## config.mk

```make
export PLATFORM = sky130hd
export DESIGN_NAME = least_squares_line_fit
export DESIGN_NICKNAME = d
export VERILOG_FILES = /design/src/hw/rtl/lslf_pkg.sv /design/src/hw/rtl/lslf_mac.sv /design/src/hw/rtl/lslf_div.sv /design/src/hw/rtl/least_squares_line_fit.sv
export SDC_FILE = /design/constraint.sdc
export NUM_CORES = 2
export LEC_CHECK = 0
export BUFFER_PORTS_ARGS = -buffer_cell sky130_fd_sc_hd__buf_2
export CAP_MARGIN = 20
export CORE_UTILIZATION = 50
export DETAILED_ROUTE_END_ITERATION = 6
export GPL_TIMING_DRIVEN = 0
export PLACE_DENSITY = 0.73
export SLEW_MARGIN = 20
export SYNTH_ARGS = -nofsm -noshare
export SYNTH_HDL_FRONTEND = slang
export SYNTH_SLANG_ARGS = --single-unit
```

## constraint.sdc

```tcl
create_clock -name clk -period 27.2 [get_ports clk]
set_input_delay 1.36 -clock clk [delete_from_list [all_inputs] [get_ports clk]]
set_output_delay 1.36 -clock clk [all_outputs]
set_load 0.03 [all_outputs]
```

## src/hw/rtl/lslf_pkg.sv

```systemverilog
// Shared types, widths and codes for the least-squares line fit block.
package lslf_pkg;

  localparam int MAX_POINTS_DEF = 32;

  localparam int SX_W  = 21;
  localparam int SY_W  = 37;
  localparam int SXX_W = 36;
  localparam int SXY_W = 52;

  localparam int MA_W  = 22;
  localparam int MB_W  = 33;
  localparam int MP_W  = MA_W + MB_W;
  localparam int ACC_W = 60;
  localparam int HI_SH = 32;

  localparam int DVD_W = 58;
  localparam int DVS_W = 42;

  typedef enum logic [1:0] {
    FIT_OK   = 2'd0,
    FIT_FEW  = 2'd1,
    FIT_FLAT = 2'd2,
    FIT_OVER = 2'd3
  } fit_status_t;

  typedef struct packed {
    logic signed [15:0] raw_sample;
    logic signed [31:0] known_value;
    logic               last_point;
  } point_t;

  typedef struct packed {
    logic signed [31:0] slope;
    logic signed [31:0] intercept;
    fit_status_t        fit_status;
  } fit_t;

  typedef struct packed {
    logic en;
    logic load;
    logic hi;
    logic sub;
  } mac_op_t;

endpackage

```

## src/hw/rtl/lslf_mac.sv

```systemverilog
// Shared signed multiplier with a registered product and a shifting accumulator.
module lslf_mac (
  input  logic                                clk,
  input  logic                                rst,
  input  logic signed [lslf_pkg::MA_W-1:0]    a,
  input  logic signed [lslf_pkg::MB_W-1:0]    b,
  input  lslf_pkg::mac_op_t                   op,
  output logic signed [lslf_pkg::MP_W-1:0]    prod,
  output logic signed [lslf_pkg::ACC_W-1:0]   acc
);

  lslf_pkg::mac_op_t                 op_q;
  logic signed [lslf_pkg::ACC_W-1:0] prod_ext;
  logic signed [lslf_pkg::ACC_W-1:0] term;
  logic signed [lslf_pkg::ACC_W-1:0] base;

  always_comb begin
    prod_ext = {{(lslf_pkg::ACC_W - lslf_pkg::MP_W){prod[lslf_pkg::MP_W-1]}}, prod};
    term = op_q.hi ? {prod_ext[lslf_pkg::ACC_W-lslf_pkg::HI_SH-1:0],
                      {lslf_pkg::HI_SH{1'b0}}} : prod_ext;
    base = op_q.load ? '0 : acc;
  end

  always_ff @(posedge clk) begin
    prod <= lslf_pkg::MP_W'(a) * lslf_pkg::MP_W'(b);
    if (rst) begin
      op_q <= '0;
    end else begin
      op_q <= op;
    end
    if (op_q.en) begin
      acc <= op_q.sub ? base - term : base + term;
    end
  end

endmodule

```

## src/hw/rtl/lslf_div.sv

```systemverilog
// Unsigned restoring divider that retires one quotient bit per cycle.
module lslf_div (
  input  logic                         clk,
  input  logic                         rst,
  input  logic                         start,
  input  logic [lslf_pkg::DVD_W-1:0]   dividend,
  input  logic [lslf_pkg::DVS_W-1:0]   divisor,
  output logic                         done,
  output logic [lslf_pkg::DVD_W-1:0]   quotient
);

  localparam int CW = $clog2(lslf_pkg::DVD_W);

  logic                        running;
  logic [CW-1:0]               cnt;
  logic [lslf_pkg::DVS_W-1:0]  rem;
  logic [lslf_pkg::DVS_W-1:0]  dvs;
  logic [lslf_pkg::DVS_W:0]    shifted;
  logic [lslf_pkg::DVS_W:0]    diff;
  logic                        ge;

  always_comb begin
    shifted = {rem, quotient[lslf_pkg::DVD_W-1]};
    ge      = shifted >= {1'b0, dvs};
    diff    = shifted - {1'b0, dvs};
  end

  always_ff @(posedge clk) begin
    if (rst) begin
      running <= 1'b0;
      done    <= 1'b0;
      cnt     <= '0;
    end else begin
      done <= 1'b0;
      if (start) begin
        running  <= 1'b1;
        cnt      <= CW'(lslf_pkg::DVD_W - 1);
        quotient <= dividend;
        dvs      <= divisor;
        rem      <= '0;
      end else if (running) begin
        rem      <= ge ? diff[lslf_pkg::DVS_W-1:0] : shifted[lslf_pkg::DVS_W-1:0];
        quotient <= {quotient[lslf_pkg::DVD_W-2:0], ge};
        cnt      <= cnt - 1'b1;
        if (cnt == '0) begin
          running <= 1'b0;
          done    <= 1'b1;
        end
      end
    end
  end

endmodule

```

## src/hw/rtl/least_squares_line_fit.sv

```systemverilog
// Top level: point accumulation, fit sequencer, shared multiplier and divider.
//
//  Channel   Ports                   Handshake
//  point     start, busy, point      taken when start is high and busy is low
//  fit       done, fit               shown for one cycle while done is high
//
// A point that is not last is taken in S_IDLE and then passes S_MXX, S_MXY and
// S_AXY on the shared multiplier for the squared and cross products; a point past
// the bound is not summed and sets the overflow flag. A successful fit makes two
// passes of the 58-step divider (slope, then intercept); a failed fit skips both.
// Reset is synchronous and clears all sums, the count and the overflow flag.
// The fit is sent as a one-cycle strobe on done; the block is idle in that cycle.
module least_squares_line_fit #(
  parameter int MAX_POINTS = lslf_pkg::MAX_POINTS_DEF
) (
  input  logic             clk,
  input  logic             rst,
  input  logic             start,
  output logic             busy,
  input  lslf_pkg::point_t point,
  output logic             done,
  output lslf_pkg::fit_t   fit
);

  localparam int CNT_W = $clog2(MAX_POINTS + 1);

  typedef enum logic [4:0] {
    S_IDLE, S_MXX, S_MXY, S_AXY, S_CHK,
    S_D0, S_D1, S_D2, S_DW, S_DCHK,
    S_N0, S_N1, S_N2, S_N3, S_NW, S_NDIV, S_NWAIT,
    S_B0, S_B1, S_B2, S_BW, S_BDIV, S_BWAIT, S_OUT
  } state_t;

  state_t                              state;
  logic [CNT_W-1:0]                    point_count;
  logic                                count_overflowed;
  logic signed [lslf_pkg::SX_W-1:0]    sum_raw;
  logic signed [lslf_pkg::SY_W-1:0]    sum_known;
  logic [lslf_pkg::SXX_W-1:0]          sum_raw_squared;
  logic signed [lslf_pkg::SXY_W-1:0]   sum_raw_times_known;
  logic signed [15:0]                  x;
  logic signed [31:0]                  y;
  logic                                last;
  logic [lslf_pkg::DVS_W-1:0]          den;
  logic signed [31:0]                  m;
  logic signed [31:0]                  b;
  logic                                qneg;
  lslf_pkg::fit_status_t               status;

  logic signed [lslf_pkg::MA_W-1:0]    mac_a;
  logic signed [lslf_pkg::MB_W-1:0]    mac_b;
  lslf_pkg::mac_op_t                   mac_op;
  logic signed [lslf_pkg::MP_W-1:0]    prod;
  logic signed [lslf_pkg::ACC_W-1:0]   acc;
  logic [lslf_pkg::ACC_W-1:0]          acc_abs;
  logic                                div_start;
  logic [lslf_pkg::DVS_W-1:0]          div_divisor;
  logic                                div_done;
  logic [lslf_pkg::DVD_W-1:0]          quotient;
  logic signed [lslf_pkg::MA_W-1:0]    n_a;
  logic signed [lslf_pkg::MA_W-1:0]    sx_a;

  function automatic logic signed [31:0] sat_q(input logic neg,
                                              input logic [lslf_pkg::DVD_W-1:0] mag);
    logic signed [31:0] r;
    if (!neg) begin
      r = (mag > lslf_pkg::DVD_W'(32'h7FFF_FFFF)) ? 32'sh7FFF_FFFF : mag[31:0];
    end else begin
      r = (mag > lslf_pkg::DVD_W'(33'h0_8000_0000)) ? 32'sh8000_0000 : -mag[31:0];
    end
    return r;
  endfunction

  assign busy = (state != S_IDLE);

  always_comb begin
    n_a       = {{(lslf_pkg::MA_W - CNT_W){1'b0}}, point_count};
    sx_a      = {{(lslf_pkg::MA_W - lslf_pkg::SX_W){sum_raw[lslf_pkg::SX_W-1]}}, sum_raw};
    acc_abs   = acc[lslf_pkg::ACC_W-1] ? -acc : acc;
    div_start = (state == S_NDIV) || (state == S_BDIV);
    div_divisor = (state == S_NDIV) ? den
                                    : {{(lslf_pkg::DVS_W - CNT_W){1'b0}}, point_count};
    mac_a  = '0;
    mac_b  = '0;
    mac_op = '0;
    unique case (state)
      S_MXX: begin
        mac_a = {{(lslf_pkg::MA_W - 16){x[15]}}, x};
        mac_b = {{(lslf_pkg::MB_W - 16){x[15]}}, x};
      end
      S_MXY: begin
        mac_a = {{(lslf_pkg::MA_W - 16){x[15]}}, x};
        mac_b = {y[31], y};
      end
      S_D0: begin
        mac_a  = n_a;
        mac_b  = {1'b0, sum_raw_squared[31:0]};
        mac_op = '{en: 1'b1, load: 1'b1, hi: 1'b0, sub: 1'b0};
      end
      S_D1: begin
        mac_a  = n_a;
        mac_b  = {{(lslf_pkg::MB_W - 4){1'b0}}, sum_raw_squared[35:32]};
        mac_op = '{en: 1'b1, load: 1'b0, hi: 1'b1, sub: 1'b0};
      end
      S_D2: begin
        mac_a  = sx_a;
        mac_b  = {{(lslf_pkg::MB_W - lslf_pkg::SX_W){sum_raw[lslf_pkg::SX_W-1]}}, sum_raw};
        mac_op = '{en: 1'b1, load: 1'b0, hi: 1'b0, sub: 1'b1};
      end
      S_N0: begin
        mac_a  = n_a;
        mac_b  = {1'b0, sum_raw_times_known[31:0]};
        mac_op = '{en: 1'b1, load: 1'b1, hi: 1'b0, sub: 1'b0};
      end
      S_N1: begin
        mac_a  = n_a;
        mac_b  = {{(lslf_pkg::MB_W - 20){sum_raw_times_known[51]}},
                  sum_raw_times_known[51:32]};
        mac_op = '{en: 1'b1, load: 1'b0, hi: 1'b1, sub: 1'b0};
      end
      S_N2: begin
        mac_a  = sx_a;
        mac_b  = {1'b0, sum_known[31:0]};
        mac_op = '{en: 1'b1, load: 1'b0, hi: 1'b0, sub: 1'b1};
      end
      S_N3: begin
        mac_a  = sx_a;
        mac_b  = {{(lslf_pkg::MB_W - 5){sum_known[36]}}, sum_known[36:32]};
        mac_op = '{en: 1'b1, load: 1'b0, hi: 1'b1, sub: 1'b1};
      end
      S_B0: begin
        mac_a  = lslf_pkg::MA_W'(1);
        mac_b  = {1'b0, sum_known[31:0]};
        mac_op = '{en: 1'b1, load: 1'b1, hi: 1'b0, sub: 1'b0};
      end
      S_B1: begin
        mac_a  = lslf_pkg::MA_W'(1);
        mac_b  = {{(lslf_pkg::MB_W - 5){sum_known[36]}}, sum_known[36:32]};
        mac_op = '{en: 1'b1, load: 1'b0, hi: 1'b1, sub: 1'b0};
      end
      S_B2: begin
        mac_a  = sx_a;
        mac_b  = {m[31], m};
        mac_op = '{en: 1'b1, load: 1'b0, hi: 1'b0, sub: 1'b1};
      end
      default: begin
      end
    endcase
  end

  always_ff @(posedge clk) begin
    if (rst) begin
      state               <= S_IDLE;
      point_count         <= '0;
      count_overflowed    <= 1'b0;
      sum_raw             <= '0;
      sum_known           <= '0;
      sum_raw_squared     <= '0;
      sum_raw_times_known <= '0;
      done                <= 1'b0;
    end else begin
      done <= 1'b0;
      unique case (state)
        S_IDLE: begin
          if (start) begin
            x    <= point.raw_sample;
            y    <= point.known_value;
            last <= point.last_point;
            if (point_count >= CNT_W'(MAX_POINTS)) begin
              count_overflowed <= 1'b1;
              state <= point.last_point ? S_CHK : S_IDLE;
            end else begin
              point_count <= point_count + 1'b1;
              sum_raw   <= sum_raw + {{(lslf_pkg::SX_W - 16){point.raw_sample[15]}},
                                      point.raw_sample};
              sum_known <= sum_known + {{(lslf_pkg::SY_W - 32){point.known_value[31]}},
                                        point.known_value};
              state <= S_MXX;
            end
          end
        end
        S_MXX: state <= S_MXY;
        S_MXY: begin
          sum_raw_squared <= sum_raw_squared + prod[lslf_pkg::SXX_W-1:0];
          state <= S_AXY;
        end
        S_AXY: begin
          sum_raw_times_known <= sum_raw_times_known + prod[lslf_pkg::SXY_W-1:0];
          state <= last ? S_CHK : S_IDLE;
        end
        S_CHK: begin
          m <= '0;
          b <= '0;
          if (count_overflowed) begin
            status <= lslf_pkg::FIT_OVER;
            state  <= S_OUT;
          end else if (point_count < CNT_W'(2)) begin
            status <= lslf_pkg::FIT_FEW;
            state  <= S_OUT;
          end else begin
            status <= lslf_pkg::FIT_OK;
            state  <= S_D0;
          end
        end
        S_D0: state <= S_D1;
        S_D1: state <= S_D2;
        S_D2: state <= S_DW;
        S_DW: state <= S_DCHK;
        S_DCHK: begin
          den <= acc[lslf_pkg::DVS_W-1:0];
          if (acc[lslf_pkg::ACC_W-1] || acc == '0) begin
            status <= lslf_pkg::FIT_FLAT;
            state  <= S_OUT;
          end else begin
            state <= S_N0;
          end
        end
        S_N0: state <= S_N1;
        S_N1: state <= S_N2;
        S_N2: state <= S_N3;
        S_N3: state <= S_NW;
        S_NW: state <= S_NDIV;
        S_NDIV: begin
          qneg  <= acc[lslf_pkg::ACC_W-1];
          state <= S_NWAIT;
        end
        S_NWAIT: begin
          if (div_done) begin
            m     <= sat_q(qneg, quotient);
            state <= S_B0;
          end
        end
        S_B0: state <= S_B1;
        S_B1: state <= S_B2;
        S_B2: state <= S_BW;
        S_BW: state <= S_BDIV;
        S_BDIV: begin
          qneg  <= acc[lslf_pkg::ACC_W-1];
          state <= S_BWAIT;
        end
        S_BWAIT: begin
          if (div_done) begin
            b     <= sat_q(qneg, quotient);
            state <= S_OUT;
          end
        end
        S_OUT: begin
          done                <= 1'b1;
          fit.slope           <= m;
          fit.intercept       <= b;
          fit.fit_status      <= status;
          point_count         <= '0;
          count_overflowed    <= 1'b0;
          sum_raw             <= '0;
          sum_known           <= '0;
          sum_raw_squared     <= '0;
          sum_raw_times_known <= '0;
          state               <= S_IDLE;
        end
        default: state <= S_IDLE;
      endcase
    end
  end

  lslf_mac u_mac (
    .clk  (clk),
    .rst  (rst),
    .a    (mac_a),
    .b    (mac_b),
    .op   (mac_op),
    .prod (prod),
    .acc  (acc)
  );

  lslf_div u_div (
    .clk      (clk),
    .rst      (rst),
    .start    (div_start),
    .dividend (acc_abs[lslf_pkg::DVD_W-1:0]),
    .divisor  (div_divisor),
    .done     (div_done),
    .quotient (quotient)
  );

  a_done_idle: assert property (@(posedge clk) disable iff (rst) done |-> !busy)
    else $error("Fit item shown while the sequencer is still busy.");

  a_fail_zero: assert property (@(posedge clk) disable iff (rst)
      (done && fit.fit_status != lslf_pkg::FIT_OK) |-> (fit.slope == '0 && fit.intercept == '0))
    else $error("Failed fit item carries a nonzero slope or intercept.");

  a_count_bound: assert property (@(posedge clk) disable iff (rst)
      point_count <= CNT_W'(MAX_POINTS))
    else $error("Point count ran past the store bound.");

  a_cleared: assert property (@(posedge clk) disable iff (rst)
      done |-> (point_count == '0 && !count_overflowed && sum_raw == '0))
    else $error("Sums not cleared after a fit item.");

endmodule
```

Word level (Yosys, flattened, before mapping)
Cells that the tools add are included.
{"block": "classes", "reduce_logical": 37, "div_mod_pow": 0, "mux": 53, "n_lt_le_gt_ge": 5, "shift": 0, "n_eq_ne": 29, "n_mul": 1, "n_bitwise": 2, "add_sub_neg": 11}
{"cell": "one-hot mux 33 bit (10 select lines)", "count": 1}
{"cell": "2-to-1 mux 60 bit", "count": 3}
{"cell": "2-to-1 mux 58 bit", "count": 3}
{"cell": "2-to-1 mux 32 bit", "count": 4}
{"cell": "one-hot mux 32 bit (2 select lines)", "count": 2}
{"cell": "one-hot mux 5 bit (23 select lines)", "count": 1}
{"cell": "one-hot mux 52 bit (2 select lines)", "count": 1}
{"cell": "one-hot mux 22 bit (4 select lines)", "count": 1}
{"cell": "2-to-1 mux 42 bit", "count": 2}
{"cell": "2-to-1 mux 37 bit", "count": 2}
{"cell": "one-hot mux 37 bit (2 select lines)", "count": 1}
{"cell": "one-hot mux 36 bit (2 select lines)", "count": 1}
{"cell": "adder 60 bit", "count": 1}
{"cell": "zero test 60 bit", "count": 1}
{"cell": "subtractor 60 bit", "count": 1}
{"cell": "> comparator 58 x 31 -> 1 bit (second input constant)", "count": 1}
{"cell": "> comparator 58 x 32 -> 1 bit (second input constant)", "count": 1}
{"cell": "negator 58 bit", "count": 1}
{"cell": "multiplier 22 x 33 -> 55 bit", "count": 1}
{"cell": "adder 52 bit", "count": 1}
{"cell": ">= comparator 43 x 42 -> 1 bit", "count": 1}
{"cell": "2-to-1 mux 21 bit", "count": 2}
{"cell": "one-hot mux 21 bit (2 select lines)", "count": 1}
{"cell": "subtractor 42 bit", "count": 1}
{"cell": "35 further kinds", "count": 103}
{"block": "word_totals", "input_bits": 52, "out_inout_bits": 68, "ramBits": 0, "mem_bits_ro": 0, "memories": 0, "latch_bits": 0, "word_cells": 171, "regBits": 652}

Longest topological paths before layout
{"block": "depth", "ltp_word": 5, "mapped_depth": 39, "depth_no_buf": 33}

By module
From an unflattened synthesis, not the netlist that was laid out.
{"block": "hier_totals", "cells_unflattened": 7126, "hier_area_um2": 66812.8}
{"module": "lslf_mac", "cells_per_inst": 3786, "area_each_um2": 33963.8, "instances": 1, "seq_area_each_um2": 2982.9}
{"module": "least_squares_line_fit", "cells_per_inst": 2518, "area_each_um2": 23829.1, "instances": 1, "seq_area_each_um2": 9909.5}
{"module": "lslf_div", "cells_per_inst": 822, "area_each_um2": 9019.9, "instances": 1, "seq_area_each_um2": 4424.2}

Least setup slack after synthesis
OpenSTA, ideal clock, no wires.
{"block": "synth_path", "kind": "flip-flop to flip-flop", "startpoint": "reg state[2]", "endpoint": "reg u_mac.prod[52] (netlist bit)", "n_path_buf": 6, "setup_ns": 0.120, "setup_slack_ns": 17.854, "stages_incl_launch_ff": 35, "period_less_slack_ns": 9.346, "arrival_time_ns": 9.226, "required_time_ns": 27.080, "path_cell_list": "dfxtp_1 -> clkbuf_1 -> nor2_1 -> nand3_1 -> o31ai_1 -> and2_0 -> clkbuf_1 -> a21o_1 -> clkbuf_1 -> a21oi_1 -> nand2_1 -> clkbuf_1 -> a221o_1 -> clkbuf_1 -> nand2_1 -> inv_1 -> fa_1 -> fa_1 -> inv_1 -> fa_1 -> inv_1 -> fa_1 -> fa_1 -> fa_1 -> inv_1 -> fa_1 -> inv_1 -> ha_1 -> clkbuf_1 -> and3_1 -> nand3_1 -> o31a_1 -> o21ai_0 -> nor4b_1 -> a211o_1"}
{"block": "synth_between", "elab_chain_cells": 4, "elab_cells_between_ends": 21, "cone_classes": "mul: 1; eq/ne: 12; mux: 2; reduce/logical: 6"}
{"item": "start: declaration", "line": "least_squares_line_fit.sv:34", "rtl": "state_t state;"}
{"item": "start signal: assignment", "line": "least_squares_line_fit.sv:171", "rtl": "state <= point.last_point ? S_CHK : S_IDLE;"}
{"item": "start signal: assignment", "line": "least_squares_line_fit.sv:189", "rtl": "state <= last ? S_CHK : S_IDLE;"}
{"item": "equality test 5 bit, or another cell as far along", "line": "least_squares_line_fit.sv:86", "rtl": "unique case (state)"}
{"item": "OR reduction 2 bit (no source line) / OR reduction 4 bit (equally long branches)"}
{"item": "one-hot mux 33 bit (10 select lines) / one-hot mux 22 bit (4 select lines) (equally long branches)", "line": "least_squares_line_fit.sv:86"}
{"item": "multiplier 22 x 33 -> 55 bit (*)", "line": "lslf_mac.sv:25", "rtl": "prod <= lslf_pkg::MP_W'(a) * lslf_pkg::MP_W'(b);"}
{"item": "end signal: assignment", "line": "lslf_mac.sv:25"}
{"item": "end: declaration", "line": "lslf_mac.sv:8", "rtl": "output logic signed [lslf_pkg::MP_W-1:0] prod,"}
Mark *: on every way between the ends. The rest lies on a longest branch, timed or not.
A chain may end at the register's enable or synchronous reset.

Final worst setup path
{"block": "layout_path", "startpoint": "reg state[4]", "endpoint": "reg u_mac.prod[52] (netlist bit)"}
Same word-level chain as after synthesis.

==> results.sh <==
export IMPL_crit_path_start_kind="flip-flop"
export IMPL_switching_power_uw=3390
export IMPL_root_buffer="clkbuf_16"
export IMPL_pwr_share_clk_pct=14.7
export IMPL_wl_per_cell_um=26.0
export IMPL_vias_per_cell=6.11
export IMPL_numCtsBuffers=67
export IMPL_reg2reg_depth=33
export IMPL_grt_overflow=0
export IMPL_port_buffers=119
export IMPL_p_sw_share_pct=50.5
export IMPL_slowest_delay_ns=0.99
export IMPL_crit_buf_inv=11
export IMPL_yosys_most_used_dff="edfxtp_1"
export IMPL_p_comb_share_pct=64.1
export IMPL_yosysMostFrequentCell="inv_1"
export IMPL_yosys_area_top_type="fa_1"
export IMPL_worstMarginPinSlew_ns=1.26
export IMPL_syn_area_mm2=0.0664
export IMPL_yosys_top_cells_count="inv_1, nand2_1, fa_1"
export IMPL_max_freq_mhz=79.7
export IMPL_start_util_pct=50.5
export IMPL_reg2reg_to="u_mac.prod[52]$_DFF_P_"
export IMPL_synth_top_area_share_pct=21.9
export IMPL_whs_endpoint="fit[13]$_DFFE_PP_"
export IMPL_fin_skew_ns=0.0259
export IMPL_tritoncts="done"
export IMPL_nNetsFinal=8792
export IMPL_dieHeight_um=366
export IMPL_setup_violations=0
export IMPL_grt_usage_pct=36.2
export IMPL_wl_um=245000
export IMPL_hold_path_class="reg2reg"
export IMPL_r2r_setup_slack_ns=14.65
export IMPL_die_area_mm2=0.134
export IMPL_synthTopCellsByArea="fa_1, edfxtp_1, ha_1, dfxtp_1, inv_1"
export IMPL_relSlewSlack_pct=15.0
export IMPL_num_vias=57500
export IMPL_async_reset_ff_share_pct=0
export IMPL_min_period_ns=12.55
export IMPL_seq_power_share_pct=21.2
export IMPL_dp_cells=9293
export IMPL_avgSynthCellArea_um2=9.03
export IMPL_core_region_area_mm2=0.132
export IMPL_h_tree_depth=3
export IMPL_crit_top_cell="fa_1"
export IMPL_postLayoutCoreUtil_pct=55.0
export IMPL_synth_edf_count=426
export IMPL_synth_seq_area_share_pct=26.1
export IMPL_ctsResizeCount=0
export IMPL_crit_type="reg2reg"
export IMPL_synth_seq_cells=652
export IMPL_intPower_uw=3320
export IMPL_grt_max_degree=34
export IMPL_hpwl_um=200000
export IMPL_hold_path_depth=0
export IMPL_clock_latency_ns=0.66
export IMPL_io_pin_count=120
export IMPL_yosysWarnings=0
export IMPL_cap_violations=0
export IMPL_r2r_start="state[4]$_SDFFE_PP0P_"
export IMPL_dieWidth_um=366
export IMPL_stdcell_count=9421
export IMPL_cts_buffer_depth=3
export IMPL_post_route_period_util_pct=46.1
export IMPL_rsz0062_at_grt="no"
export IMPL_num_rows=133
export IMPL_synth_cell_types=91
export IMPL_clkTransAtPathRegs_ns=0.07
export IMPL_path_delay_family="adder cells"
export IMPL_gp_congestion=1.05
export IMPL_min_from="b[11]$_SDFFCE_PP0P_"
export IMPL_syn_nets=8538
export IMPL_n_fill_cell=12100
export IMPL_drive_gt1_share_pct=5.45
export IMPL_worstPathMaxFanout=10
export IMPL_p_leak_uw=0.0322
export IMPL_first_iter_violations=6044
export IMPL_grt_pass1_vias=57100
export IMPL_antenna_found_initial=13
export IMPL_drv_slew=0
export IMPL_postCtsSetupBuffers=0
export IMPL_slowest_stage="fa_1"
export IMPL_seqCellArea_mm2=0.0173
export IMPL_setup_tns_ns=0
export IMPL_required_ns=27.74
export IMPL_p_per_area_mw_per_mm2=92.6
export IMPL_multi_input_area_mm2=0.0446
export IMPL_status="finished, final reports clean"
export IMPL_final_antenna_net_count=0
export IMPL_syn_to_final_growth_pct=9.05
export IMPL_netlist_instances=7353
export IMPL_cp_arrival_ns=13.08
export IMPL_finalHoldViolCount=0
export IMPL_hold_buffers=0
export IMPL_drt_first_pass_iters=6
export IMPL_hold_slack_ns=0.422
export IMPL_drcViolationCount=0
export IMPL_cts_sinks=652
export IMPL_ir_worst_vdd_mv=0.0657
export IMPL_grt_pass1_wl_um=362000
export IMPL_cp_end_kind="flip-flop"
worst max-delay path by stage:
| stage | depth (start not counted) | from | slack [ns] | endpoint |
|---|---|---|---|---|
| after detailed placement | 33 | state[2]$_SDFFE_PP0P_ | 14.94 | u_mac.prod[52]$_DFF_P_ |
| after floorplan | 34 | state[2]$_SDFFE_PP0P_ | 17.85 | u_mac.prod[52]$_DFF_P_ |
| after global routing | 33 | state[2]$_SDFFE_PP0P_ | 14.08 | u_mac.prod[52]$_DFF_P_ |
| after CTS | 33 | state[2]$_SDFFE_PP0P_ | 14.87 | u_mac.prod[52]$_DFF_P_ |
| final | 33 | state[4]$_SDFFE_PP0P_ | 14.65 | u_mac.prod[52]$_DFF_P_ |
| after global placement | 34 | state[2]$_SDFFE_PP0P_ | 13.35 | u_mac.prod[52]$_DFF_P_ |
metrics by stage:
step	total power (µW)	setup WS [ns]	cell area, µm²
after global placement	5520	13.35	69200
after floorplan	4290	17.85	66400
after detailed placement	5620	14.94	70200
after CTS	6630	14.87	72400
final	6710	14.65	72400
after global routing	7210	14.08	72400
metal layers:
layer,share of wire (%),track usage (%),vias to the layer above
li1,-,-,25400
met1,39,46.7,28100
met2,44,55.3,3313
met3,11,9.71,690
met4,6.4,19.5,8
met5,0.022,0,-
state kept, by name (all words and copies together), names as in the netlist, 21 cells and up:
register and flops:
sum_known 37, u_div.dvs 42, fit 66, den 42, sum_raw_squared 36, u_mac.prod 55, u_div.quotient 58, sum_raw 21
u_mac.acc 60, m 32, y 32, sum_raw_times_known 52, b 32, u_div.rem 42
power groups by stage:
stage	Clock, µW	Combinational (µW)	Sequential (µW)
3_5_place_dp	0	4200	1420
2_1_floorplan	0	3000	1290
3_3_place_gp	0	4100	1430
6_report	985	4300	1420
5_1_grt	1020	4780	1410
4_1_cts	992	4230	1400
cells by family after synthesis:
group | share of synthesized area [%]
muxes | 0.558
buffers and inverters | 7.17
adders and majority gates | 29.6
DFF | 26.1
AOI/OAI and AO/OA | 15.8
and+or+nand+nor | 16.1
xor gates and xnor gates | 4.76
area by class of cell:
| class | instances | share of cell area (%) |
|---|---|---|
| timing repair buffer | 185 | 1.74 |
| buffer | 346 | 1.81 |
| tap | 1755 | 3.03 |
| multi-input combinational | 5434 | 61.6 |
| antenna | 8 | 0.0276 |
| inverter | 921 | 4.77 |
| clock inverter | 37 | 0.696 |
| sequential | 652 | 23.9 |
| clock buffer | 83 | 2.43 |
layout by cell type (no fill, tap or decap), types with 22 or more instances in the layout:
| cell | count |
|---|---|
| a21o_1 | 154 |
| or3_1 | 44 |
| a22oi_1 | 129 |
| buf_1 | 22 |
| buf_2 | 146 |
| and3_1 | 40 |
| fa_1 | 728 |
| nor3_1 | 93 |
| a22o_1 | 26 |
| ha_1 | 405 |
| mux2i_1 | 28 |
| dfxtp_1 | 225 |
| o31ai_1 | 49 |
| edfxtp_1 | 426 |
| o21a_1 | 46 |
| nor2_1 | 650 |
| xor2_1 | 188 |
| a21oi_1 | 404 |
| a211o_1 | 32 |
| a31oi_1 | 44 |
| o21bai_1 | 35 |
| nand3_1 | 148 |
| nand4_1 | 48 |
| a21bo_2 | 35 |
| clkbuf_1 | 336 |
| a211oi_1 | 54 |
| clkbuf_16 | 67 |
| o21ai_0 | 288 |
| nor2b_1 | 115 |
| inv_1 | 918 |
| xnor2_1 | 173 |
| nor4_1 | 38 |
| o211ai_1 | 29 |
| nand2_1 | 875 |
| nand2b_1 | 52 |
| and2_1 | 114 |
No activity file was read; power rests on OpenSTA's default activity.
